==> config.mk <==
export PLATFORM = sky130hd
export DESIGN_NAME = rgb_to_packed_hsl
export DESIGN_NICKNAME = d
export VERILOG_FILES = /design/src/rtl/rgbhsl_pkg.sv /design/src/rtl/rgbhsl_prep.sv /design/src/rtl/rgbhsl_div_cell.sv /design/src/rtl/rgbhsl_pack.sv /design/src/rtl/rgb_to_packed_hsl.sv
export SDC_FILE = /design/constraint.sdc
export NUM_CORES = 1
export LEC_CHECK = 0
export BUFFER_PORTS_ARGS = -buffer_cell sky130_fd_sc_hd__buf_2
export CORE_UTILIZATION = 55
export CTS_CLUSTER_SIZE = 20
export DETAILED_ROUTE_END_ITERATION = 8
export PLACE_DENSITY = 0.82
export SETUP_SLACK_MARGIN = 0.4
export SLEW_MARGIN = 20
export SYNTH_ARGS = -nofsm -noshare
export SYNTH_HDL_FRONTEND = slang
export SYNTH_SLANG_ARGS = --single-unit
export TNS_END_PERCENT = 50
==> constraint.sdc <==
create_clock -name clk -period 11.2 [get_ports clk]
set_input_delay 0.56 -clock clk [delete_from_list [all_inputs] [get_ports clk]]
set_output_delay 0.56 -clock clk [all_outputs]
set_load 0.01 [all_outputs]
==> src/rtl/rgbhsl_pkg.sv <==
`default_nettype none

package rgbhsl_pkg;

  localparam int unsigned ChanW   = 8;
  localparam int unsigned SumW    = ChanW + 1;
  localparam int unsigned LightW  = 5;
  localparam int unsigned SatW    = 5;
  localparam int unsigned HueW    = 6;
  localparam int unsigned PackW   = SatW + HueW + LightW;
  localparam int unsigned QuotW   = 6;
  localparam int unsigned SatRemW = ChanW + 5;
  localparam int unsigned SatDenW = SumW;
  localparam int unsigned HueRemW = ChanW + 4;
  localparam int unsigned HueDenW = ChanW;
  localparam int unsigned OffW    = 7;
  localparam int unsigned NumCells = QuotW;

  localparam logic [OffW-1:0] OffRed   = OffW'(64);
  localparam logic [OffW-1:0] OffGreen = OffW'(21);
  localparam logic [OffW-1:0] OffBlue  = OffW'(43);
  localparam logic [SumW:0]   SatTop   = (SumW + 1)'(512);

  typedef struct packed {
    logic                grey;
    logic                low_light;
    logic [LightW-1:0]   light;
    logic [SatRemW-1:0]  sat_rem;
    logic [SatDenW-1:0]  sat_den;
    logic [QuotW-1:0]    sat_q;
    logic [HueRemW-1:0]  hue_rem;
    logic [HueDenW-1:0]  hue_den;
    logic [QuotW-1:0]    hue_q;
    logic                neg;
    logic [OffW-1:0]     offset;
  } stage_t;

endpackage

`default_nettype wire

==> src/rtl/rgbhsl_prep.sv <==
`default_nettype none

module rgbhsl_prep (
  input  wire logic                         clk,
  input  wire logic                         rst_n,
  input  wire logic                         in_valid,
  input  wire logic [rgbhsl_pkg::ChanW-1:0] red,
  input  wire logic [rgbhsl_pkg::ChanW-1:0] green,
  input  wire logic [rgbhsl_pkg::ChanW-1:0] blue,
  output logic                              valid_out,
  output rgbhsl_pkg::stage_t                stage_out
);
  import rgbhsl_pkg::*;

  logic [ChanW-1:0] mx;
  logic [ChanW-1:0] mn;
  logic [ChanW-1:0] spread;
  logic [ChanW-1:0] pa;
  logic [ChanW-1:0] pb;
  logic [ChanW-1:0] mag;
  logic [SumW-1:0]  sum;
  logic [SumW:0]    upper;
  logic             valid_r;
  stage_t           stage_r;
  stage_t           stage_nxt;

  always_comb begin
    mx = red;
    if (green > mx) mx = green;
    if (blue > mx) mx = blue;
    mn = red;
    if (green < mn) mn = green;
    if (blue < mn) mn = blue;
    sum = SumW'(mx) + SumW'(mn);
    spread = mx - mn;
    upper = SatTop - (SumW + 1)'(sum);

    stage_nxt.grey = (mx == mn);
    stage_nxt.light = sum[SumW-1 -: LightW];
    stage_nxt.low_light = ~sum[SumW-1];
    stage_nxt.sat_rem = {spread, 5'b0};
    stage_nxt.sat_den = sum[SumW-1] ? upper[SumW-1:0] : sum;
    stage_nxt.sat_q = '0;

    if (mx == red) begin
      pa = green;
      pb = blue;
      stage_nxt.offset = OffRed;
    end else if (mx == green) begin
      pa = blue;
      pb = red;
      stage_nxt.offset = OffGreen;
    end else begin
      pa = red;
      pb = green;
      stage_nxt.offset = OffBlue;
    end
    stage_nxt.neg = (pa < pb);
    mag = stage_nxt.neg ? (pb - pa) : (pa - pb);
    stage_nxt.hue_rem = (HueRemW'(mag) << 3) + (HueRemW'(mag) << 1) + HueRemW'(mag);
    stage_nxt.hue_den = spread;
    stage_nxt.hue_q = '0;
  end

  always_ff @(posedge clk) begin
    if (!rst_n) begin
      valid_r <= 1'b0;
    end else begin
      valid_r <= in_valid;
    end
  end

  always_ff @(posedge clk) begin
    stage_r <= stage_nxt;
  end

  assign valid_out = valid_r;
  assign stage_out = stage_r;

endmodule

`default_nettype wire

==> src/rtl/rgbhsl_div_cell.sv <==
`default_nettype none

module rgbhsl_div_cell #(
  parameter int unsigned QBit = 0
) (
  input  wire logic               clk,
  input  wire logic               rst_n,
  input  wire logic               valid_in,
  input  wire rgbhsl_pkg::stage_t stage_in,
  output logic                    valid_out,
  output rgbhsl_pkg::stage_t      stage_out
);
  import rgbhsl_pkg::*;

  localparam int unsigned SatCmpW = SatDenW + QuotW;
  localparam int unsigned HueCmpW = HueDenW + QuotW;

  logic [SatCmpW-1:0] sat_div;
  logic [HueCmpW-1:0] hue_div;
  logic               valid_r;
  stage_t             stage_r;
  stage_t             stage_nxt;

  always_comb begin
    stage_nxt = stage_in;
    sat_div = SatCmpW'(stage_in.sat_den) << QBit;
    hue_div = HueCmpW'(stage_in.hue_den) << QBit;
    if (SatCmpW'(stage_in.sat_rem) >= sat_div) begin
      stage_nxt.sat_rem = SatRemW'(SatCmpW'(stage_in.sat_rem) - sat_div);
      stage_nxt.sat_q[QBit] = 1'b1;
    end
    if (HueCmpW'(stage_in.hue_rem) >= hue_div) begin
      stage_nxt.hue_rem = HueRemW'(HueCmpW'(stage_in.hue_rem) - hue_div);
      stage_nxt.hue_q[QBit] = 1'b1;
    end
  end

  always_ff @(posedge clk) begin
    if (!rst_n) begin
      valid_r <= 1'b0;
    end else begin
      valid_r <= valid_in;
    end
  end

  always_ff @(posedge clk) begin
    stage_r <= stage_nxt;
  end

  assign valid_out = valid_r;
  assign stage_out = stage_r;

endmodule

`default_nettype wire

==> src/rtl/rgbhsl_pack.sv <==
`default_nettype none

module rgbhsl_pack (
  input  wire logic                          clk,
  input  wire logic                          rst_n,
  input  wire logic                          valid_in,
  input  wire rgbhsl_pkg::stage_t            stage_in,
  output logic                               out_valid,
  output logic [rgbhsl_pkg::PackW-1:0]       out_packed_color
);
  import rgbhsl_pkg::*;

  logic [SatW-1:0]  sat;
  logic [OffW-1:0]  hue_full;
  logic [HueW-1:0]  hue;
  logic             valid_r;
  logic [PackW-1:0] packed_r;
  logic [PackW-1:0] packed_nxt;

  always_comb begin
    if (stage_in.low_light) begin
      sat = (stage_in.sat_q == '0) ? '0 : SatW'(stage_in.sat_q - QuotW'(1));
    end else begin
      sat = stage_in.sat_q[SatW-1:0];
    end
    hue_full = stage_in.neg ? (stage_in.offset - OffW'(stage_in.hue_q))
                            : (stage_in.offset + OffW'(stage_in.hue_q));
    hue = hue_full[HueW-1:0];
    if (stage_in.grey) begin
      sat = '0;
      hue = '0;
    end
    packed_nxt = {sat, hue, stage_in.light};
  end

  always_ff @(posedge clk) begin
    if (!rst_n) begin
      valid_r <= 1'b0;
    end else begin
      valid_r <= valid_in;
    end
  end

  always_ff @(posedge clk) begin
    packed_r <= packed_nxt;
  end

  assign out_valid = valid_r;
  assign out_packed_color = packed_r;

endmodule

`default_nettype wire

==> src/rtl/rgb_to_packed_hsl.sv <==
// A request accepted with start is registered in the prep stage, then in each divider cell
// in turn, and last in the pack stage, whose register drives the result strobe.
// Throughput: one pixel per clock, through a prep stage, six divider cells and a pack stage.
// Each divider cell settles one quotient bit of both the saturation and the hue division.
// The block is never busy, and the receiver cannot stall the result strobe.
// Synchronous active-low reset clears every valid bit; the data path is not reset.
`default_nettype none

module rgb_to_packed_hsl (
  input  wire logic                          clk,
  input  wire logic                          rst_n,
  input  wire logic                          start,
  output logic                               busy,
  input  wire logic [rgbhsl_pkg::ChanW-1:0]  in_red,
  input  wire logic [rgbhsl_pkg::ChanW-1:0]  in_green,
  input  wire logic [rgbhsl_pkg::ChanW-1:0]  in_blue,
  output logic                               out_valid,
  output logic [rgbhsl_pkg::PackW-1:0]       out_packed_color
);
  import rgbhsl_pkg::*;

  logic   chain_valid [NumCells+1];
  stage_t chain_stage [NumCells+1];

  assign busy = 1'b0;

  rgbhsl_prep u_prep (
    .clk       (clk),
    .rst_n     (rst_n),
    .in_valid  (start),
    .red       (in_red),
    .green     (in_green),
    .blue      (in_blue),
    .valid_out (chain_valid[0]),
    .stage_out (chain_stage[0])
  );

  for (genvar i = 0; i < NumCells; i++) begin : g_cell
    rgbhsl_div_cell #(
      .QBit (NumCells - 1 - i)
    ) u_cell (
      .clk       (clk),
      .rst_n     (rst_n),
      .valid_in  (chain_valid[i]),
      .stage_in  (chain_stage[i]),
      .valid_out (chain_valid[i+1]),
      .stage_out (chain_stage[i+1])
    );
  end

  rgbhsl_pack u_pack (
    .clk              (clk),
    .rst_n            (rst_n),
    .valid_in         (chain_valid[NumCells]),
    .stage_in         (chain_stage[NumCells]),
    .out_valid        (out_valid),
    .out_packed_color (out_packed_color)
  );

endmodule

`default_nettype wire
## Yosys cells after proc, flatten, opt, wreduce, memory -nomap -nowiden

Cells that the tools add are included.

| operators by class | value |
|---|---|
| mux-type cells | 26 |
| $lt $le $gt $ge | 17 |
| add/sub/neg operators | 20 |
| equal/unequal tests | 3 |
| reduce and logical (&&, ||, !) cells | 1 |
| bitwise logic cells | 1 |

Operators by type and width:

| kind | number |
|---|---|
| $mux 8 | 10 |
| $mux 13 | 5 |
| $mux 12 | 5 |
| $sub 13x13->13 | 2 |
| $eq 8x8->1 | 3 |
| $lt 8x8->1 | 3 |
| $sub 12x12->12 | 2 |
| $sub 8x8->8 | 3 |
| $gt 8x8->1 | 2 |
| $ge 13x14->1 | 1 |
| $ge 12x13->1 | 1 |
| $ge 13x10->1 | 1 |
| $ge 13x11->1 | 1 |
| $ge 13x12->1 | 1 |
| $ge 13x13->1 | 1 |
| $ge 13x9->1 | 1 |
| $sub 13x10->13 | 1 |
| $sub 13x11->13 | 1 |
| $sub 13x12->13 | 1 |
| $add 11x9->12 | 1 |
| $add 12x8->12 | 1 |
| $ge 12x10->1 | 1 |
| $ge 12x11->1 | 1 |
| $ge 12x12->1 | 1 |
| other kinds (15) | 18 |

| word-level totals | value |
|---|---|
| word-level logic and storage cells | 160 |
| bits of input ports | 27 |
| register bits | 403 |

## Depth between registers and ports, before layout

Gate-level depths: netlist (run 1).

| depth | value |
|---|---|
| depth after elaboration | 11 |
| mapped depth | 44 |

## Hierarchy

A second synthesis (run 1) with hierarchy kept.

| unflattened totals | value |
|---|---|
| cell total of the unflattened synthesis | 2009 |
| area, all modules | 21036.4 sq um |

By module, submodules not included:

| module | cells each | times used | sequential area each (sq um) | area an instance (sq um) |
|---|---|---|---|---|
| rgbhsl_prep | 543 | 1 | 820.8 | 4820.9 |
| rgbhsl_div_cell (g_cell[5].u_cell) | 247 | 1 | 1401.3 | 2627.5 |
| rgbhsl_div_cell (g_cell[3].u_cell) | 237 | 1 | 1401.3 | 2626.3 |
| rgbhsl_div_cell (g_cell[2].u_cell) | 239 | 1 | 1401.3 | 2617.5 |
| rgbhsl_div_cell (g_cell[4].u_cell) | 236 | 1 | 1401.3 | 2590.0 |
| rgbhsl_div_cell (g_cell[1].u_cell) | 224 | 1 | 1401.3 | 2578.7 |
| rgbhsl_div_cell (g_cell[0].u_cell) | 201 | 1 | 1401.3 | 2382.3 |
| rgbhsl_pack | 80 | 1 | 340.3 | 782.0 |
| rgb_to_packed_hsl | 2 | 1 | 0.0 | 11.3 |

## Worst setup path before layout (run 1)

Ideal clock, no wire load.

| timing path | value |
|---|---|
| path kind | input to register |
| start point | input in_red[1] (netlist name) |
| end point | register u_prep.stage_r, in the netlist u_prep.stage_out[32] |
| setup slack | 2800 ps |
| stages | 43 |
| arrival | 8272 ps |
| data required time | 11071 ps |
| setup time | 129 ps |
| path buffers | 7 |
| cell sequence | clkbuf_1 inv_1 ha_1 nor2b_1 o211ai_1 a21oi_2 o21ba_2 buf_4 mux2_2 ha_1 nor2b_2 o211ai_1 a211oi_2 or2_1 buf_6 nor3_2 a211oi_1 a21oi_1 [... 7 more ...] a21oi_1 o41ai_4 buf_2 mux2i_1 o21bai_1 a41oi_1 xnor2_1 inv_1 fa_1 inv_1 ha_1 inv_1 o21bai_1 a21o_1 a21o_1 a21o_1 a21oi_1 xnor2_1 |

RTL lines:

| what | RTL line | RTL |
|---|---|---|
| start, declared | rgb_to_packed_hsl.sv:14 | `input wire logic [rgbhsl_pkg::ChanW-1:0] in_red,` |
| end signal, assigned | rgbhsl_prep.sv:74 | `stage_r <= stage_nxt;` |
| end, declared | rgbhsl_prep.sv:24 | `stage_t stage_r;` |

==> metrics.md, run 1 <==
| Metric | Value |
|---|---|
| Worst hold slack | `265 ps` |
| Bufs on Longest Clock Path | `3` |
| Final period util | `0.834` |
| Worst setup EP type | `register` |
| Core area | `29,600 um^2` |
| Ys async rst share | `0` |
| Synth top area cells | `dfxtp_1 (44%), ha_1 (13%), inv_1 (3.9%)` |
| Area Overhead vs Synth | `9.60%` |
| CTS tree | `yes` |
| Grt ovf | `0` |
| Post-synth top cells | `dfxtp_1 (361), inv_1 (173), ha_1 (171), nor2_1 (101), a21oi_1 (93)` |
| FILL cells | `2,333` |
| Most used cell, CP | `a21oi_1` |
| Row count | `63` |
| Worst path slowest cell | `a2111o_1` |
| Main synth FF type | `dfxtp_1` |
| Clock latency on the worst-skew pair | `500 ps` |
| Vias | `~11,000` |
| Die Ht | `176 um` |
| Status | `completed` |
| GR Util All Layers | `0.207` |
| First-pass GRT wire length | `52.6 mm` |
| CP max FO | `23` |
| Kind of critical path | `input pin to register` |
| Mean post-synth cell area | `10.2 um^2` |
| Post-synthesis sequential area ratio | `0.436` |
| Placed instance count | `2,016` |
| CTS resizes | `0` |
| Root Buffer Master | `clkbuf_16` |
| Worst-margin pin slew | `1130 ps` |
| Layout cells sized above 1 | `0.109` |
| Io pins | `45` |
| Starting Density | `0.560` |
| Post-synth top area share | `0.436` |
| Synth Cell Area | `~17,000 um^2` |
| WL final | `31.0 mm` |
| RSZ-0062 raised after global routing | `false` |
| Setup TNS Final | `0 ps` |
| Worst EP arrival | `9780 ps` |
| CTS H-tree depth | `2` |
| Antenna diode count | `0` |
| Syn Nets | `1,845` |
| Layout Cells excl Fill | `2,072` |
| Number of synthesized flops with an enable pin | `0` |
| Yosys warns | `0` |
| Dpl hpwl | `22.9 mm` |
| GPL Wtd Cong | `slightly below 0.9` |
| Clk_skew | `11.4 ps` |
| Nets | `1,881` |
| TritonCTS Buffers | `34` |
| Final hold violation count | `0` |
| Final min period | `9350 ps` |
| Residual DRC | `0` |
| Crit path launch | `in_red[1]` |
| ANT nets after route | `0` |
| Synth area leader | `dfxtp_1` |
| MaxCap Viol Count | `0` |
| Startpoint types | `input pin` |
| DR pass1 iterations | `7` |
| Yosys reg bits | `361` |
| DR vias/cell | `5.32` |
| Number of global-route vias before repair | `11,400` |
| Hold crit path type | `input pin to register` |
| CP max stage delay | `a little over 800 ps` |
| Peak Freq | `0.107 GHz` |
| Relative slew slack | `0.249` |
| Clock transition at path regs | `approximately 70 ps` |
| Routed length per instance | `15.0 um` |
| Clk sinks | `361` |
| CP required | `11,630 ps` |
| Cells after Synth | `1,626` |
| Finish-stage setup viols | `0` |
| Hold_sp | `start` |
| FF-to-FF Start | `g_cell[3].u_cell.stage_out[42]` |
| CTS Hold Bufs | `0` |
| Antenna violations before repair | `1` |
| Most common cell in the netlist | `dfxtp_1` |
| PortBufs | `43` |
| Die X | `176 um` |
| 1st-iter DRT viols | `roughly 460` |
| Setup bufs post-CTS | `0` |
| Die footprint | `30,900 um^2` |
| Largest net degree at the start of global routing | `24` |
| Synth unique cells | `75` |
| Pins Over Slew Limit | `0` |
placed cells by master, fill, tap and decap left out, types with 21 or more instances in the layout:
cell	netlist	layout
nor2b_1	34	34
a21o_1	43	43
inv_1	173	173
nand2_1	58	58
ha_1	171	171
xor2_1	49	49
nor2_1	101	101
nand2b_1	22	22
clkbuf_16	0	35
fa_1	21	21
o21ai_0	64	64
dfxtp_1	361	361
xnor2_1	72	72
mux2_2	54	54
a21oi_1	93	93
buf_2	7	43
mux2i_1	50	50
state kept, by name (all words and copies together) (netlist names):
| name | count |
|---|---|
| g_cell.u_cell.stage_out | 298 |
| u_pack.out_valid | 1 |
| u_prep.valid_out | 1 |
| g_cell.u_cell.valid_out | 6 |
| u_prep.stage_out | 39 |
| u_pack.out_packed_color | 16 |
final timing paths:
kind                                                  endpoint  slack [ps]  cells after the start
worst max-delay path                      u_prep.stage_out[31]        1850                     40
worst min-delay path                          u_prep.valid_out         270                      2
worst max register to register  g_cell[4].u_cell.stage_out[56]        7940                     10
worst min register to register  g_cell[3].u_cell.stage_out[38]         320                      0
per-layer routing:
| layer | vias up | routed length (um) | global-route usage | share of wire |
|---|---|---|---|---|
| met5 | - | 13 | 0 | 0.00042 |
| met4 | 2 | 1340 | 0.0967 | 0.043 |
| met3 | 91 | 1000 | 0.0260 | 0.032 |
| met2 | 206 | 15800 | 0.383 | 0.51 |
| met1 | 5154 | 12900 | 0.233 | 0.41 |
| li1 | 5570 | - | - | - |
critical path, delay by kind of cell:
family | cells | cell delay [ps]
fa+ha+maj | 5 | 1590
buf+inv | 5 | 980
simple gates | 8 | 1350
xor+xnor | 2 | 400
compound gates | 17 | 4020
mux | 3 | 830
metrics by stage:
stage                      util  area (um^2)  setup slack, ps
after CTS                 0.613        18200             1900
after detailed placement  0.576        17100             1400
after global routing      0.613        18200             1030
after floorplan               -        16600             2800
final                     0.613        18200             1850
after global placement    0.576        17100             1610
cell families after synthesis:
kind of cell | Yosys count | share of synthesized area
buffers and inverters | 218 | 0.0528
adder cells (fa/ha/maj) | 192 | 0.154
other | 1 | 0.000226
multiplexers | 121 | 0.0822
flip-flops | 361 | 0.436
XOR/XNOR | 121 | 0.0639
AO/OA/AOI/OAI | 295 | 0.115
AND/OR/NAND/NOR | 317 | 0.0962
area by class of cell:
cell class              instances  area (um^2)  area share
clock buffers                  45          953      0.0524
flip-flops and latches        361         7230       0.398
clock inverters                11          140     0.00771
multi-input cells            1047         8490       0.467
well taps                     390          488      0.0268
inverters                     173          649      0.0357
repair buffers                 45          230      0.0127
Power of run 1 is not shown: default switching activity piles up to over one toggle a cycle in this logic, so the estimate is an artifact.
==> inputs of run 2 (changes only) <==
Clock period 11.2 ns to 9 ns, I/O delays scaled along.
==> run 2 against run 1 <==
  * Setup slack got worse by 1000 ps
  * Flip-flop and latch count unchanged
  * Worst hold slack got worse by 110 ps
  * First-iteration DRC count increased by 13%
  * Count of clock-buffer cells in the layout increased by 6
  * Core utilization increased by 1.3 points
  * Cell count increased by 1.3%
  * Wire length increased by 1.9%
  * Sequential share of layout area decreased by 0.80 points
  * Global-route usage increased by 0.13 points
  * Cell area increased by 2.0%
  * Register-to-register slack got worse by 2200 ps
  * Critical path type unchanged
==> metrics.md, run 2 (synthesis gave the netlist of run 1 again) <==
| Metric | Value |
|---|---|
| ANT nets after route | `0` |
| Finish-stage setup viols | `0` |
| Worst setup EP type | `register` |
| Die Ht | `176 um` |
| WL final | `31.6 mm` |
| Reg-to-reg setup timing slack | `5710 ps` |
| CTS H-tree depth | `2` |
| Routed length per instance | `15.0 um` |
| Hold crit path type | `input pin to register` |
| DR vias/cell | `5.33` |
| Final period util | `0.908` |
| Layout cells sized above 1 | `0.129` |
| Core area | `29,600 um^2` |
| CTS tree | `yes` |
| CP required | `roughly 9400 ps` |
| Antenna diode count | `0` |
| CP max stage delay | `570 ps` |
| Bufs on Longest Clock Path | `3` |
| DR pass1 iterations | `4` |
| Relative slew slack | `0.379` |
| Dpl ws | `-57.6 ps` |
| Largest net degree at the start of global routing | `27` |
| Io pins | `45` |
| R2R depth | `10` |
| Min setup slack post-route | `~830 ps` |
| Nets | `1,902` |
| Final min period | `roughly 8000 ps` |
| Grt ovf | `0` |
| Most frequent cells in the layout | `dfxtp_1 (361), inv_1 (173), ha_1 (171), nor2_1 (101), a21oi_1 (89)` |
| Critical path's top delay family | `compound AO/OA/AOI/OAI gates` |
| Startpoint types | `input pin` |
| Most common cell after layout, fill and taps aside | `dfxtp_1` |
| TritonCTS Buffers | `35` |
| Peak Freq | `0.122 GHz` |
| Root Buffer Master | `clkbuf_16` |
| Die X | `176 um` |
| Max reg flops | `298` |
| Pins Over Slew Limit | `0` |
| GPL Wtd Cong | `0.877` |
| Most used cell, CP | `ha_1` |
| Starting Density | `0.560` |
| CP max FO | `26` |
| Final hold violation count | `0` |
| GR Util All Layers | `0.208` |
| Clock transition at path regs | `about 60 ps` |
| Worst EP arrival | `8610 ps` |
| Status | `completed` |
| First-pass GRT wire length | `52.8 mm` |
| CTS Hold Bufs | `0` |
| Kind of critical path | `input pin to register` |
| Crit path buffers/inverters | `4` |
| PortBufs | `43` |
| CP Depth | `39` |
| Row count | `63` |
| Clk sinks | `between 300 and 400` |
| Hold path cells | `2` |
| Worst path slowest cell | `a2111o_2` |
| 1st-iter DRT viols | `520` |
| Worst-margin pin slew | `approximately 930 ps` |
| Residual DRC | `0` |
| Clock latency on the worst-skew pair | `520 ps` |
| Number of global-route vias before repair | `11,400` |
| RSZ-0062 raised after global routing | `false` |
| Clk_skew | `20.6 ps` |
| Dpl hpwl | `between 20 and 25 mm` |
| Die footprint | `about 31,000 um^2` |
| Antenna violations before repair | `0` |
| MaxCap Viol Count | `0` |
| Area Overhead vs Synth | `11.8%` |
| Vias | `approximately 11,000` |
[run 2: final cells by class]
cell class | instances | area [um^2]
tap | 390 | 488
timing repair buffer | 64 | 389
sequential | 361 | 7230
inverter | 173 | 649
fill | 2283 | 11100
clock buffer | 51 | 1050
multi-input combinational | 1048 | 8560
clock inverter | 12 | 186
[run 2: final timing paths]
kind,from,endpoint
worst max register to register,g_cell[3].u_cell.stage_out[42],g_cell[4].u_cell.stage_out[56]
worst min-delay path,start,u_prep.valid_out
worst min register to register,g_cell[0].u_cell.stage_out[67],g_cell[1].u_cell.stage_out[67]
worst max-delay path,in_red[1],u_prep.stage_out[31]
[run 2: timing repair]
| action | 4_1_cts | 5_1_grt |
|---|---|---|
| buffers inserted | 0 | 6 |
| gates resized for setup | 0 | 13 |
| endpoints found under the setup margin | 0 | 5 |
[run 2: through the flow]
stage | instances | setup TNS [ps] | cell area [um^2] | hold WS [ps] | utilization
after global placement | 2029 | 0 | 17200 | 309 | 0.580
after floorplan | 1626 | 0 | 16600 | 310 | -
final | 2099 | 0 | 18600 | 154 | 0.626
after global routing | 2099 | 0 | 18600 | 145 | 0.626
after CTS | 2092 | 0 | 18400 | 140 | 0.622
after detailed placement | 2029 | -87.6 | 17200 | 312 | 0.580
[run 2: routing by layer]
metal,track usage,vias to the layer above,share of wire
li1,-,5628,-
met4,0.0764,0,0.023
met5,0,-,0
met2,0.399,216,0.53
met1,0.232,5282,0.41
met3,0.0264,55,0.033
Power of run 2 is left out for the same reason.
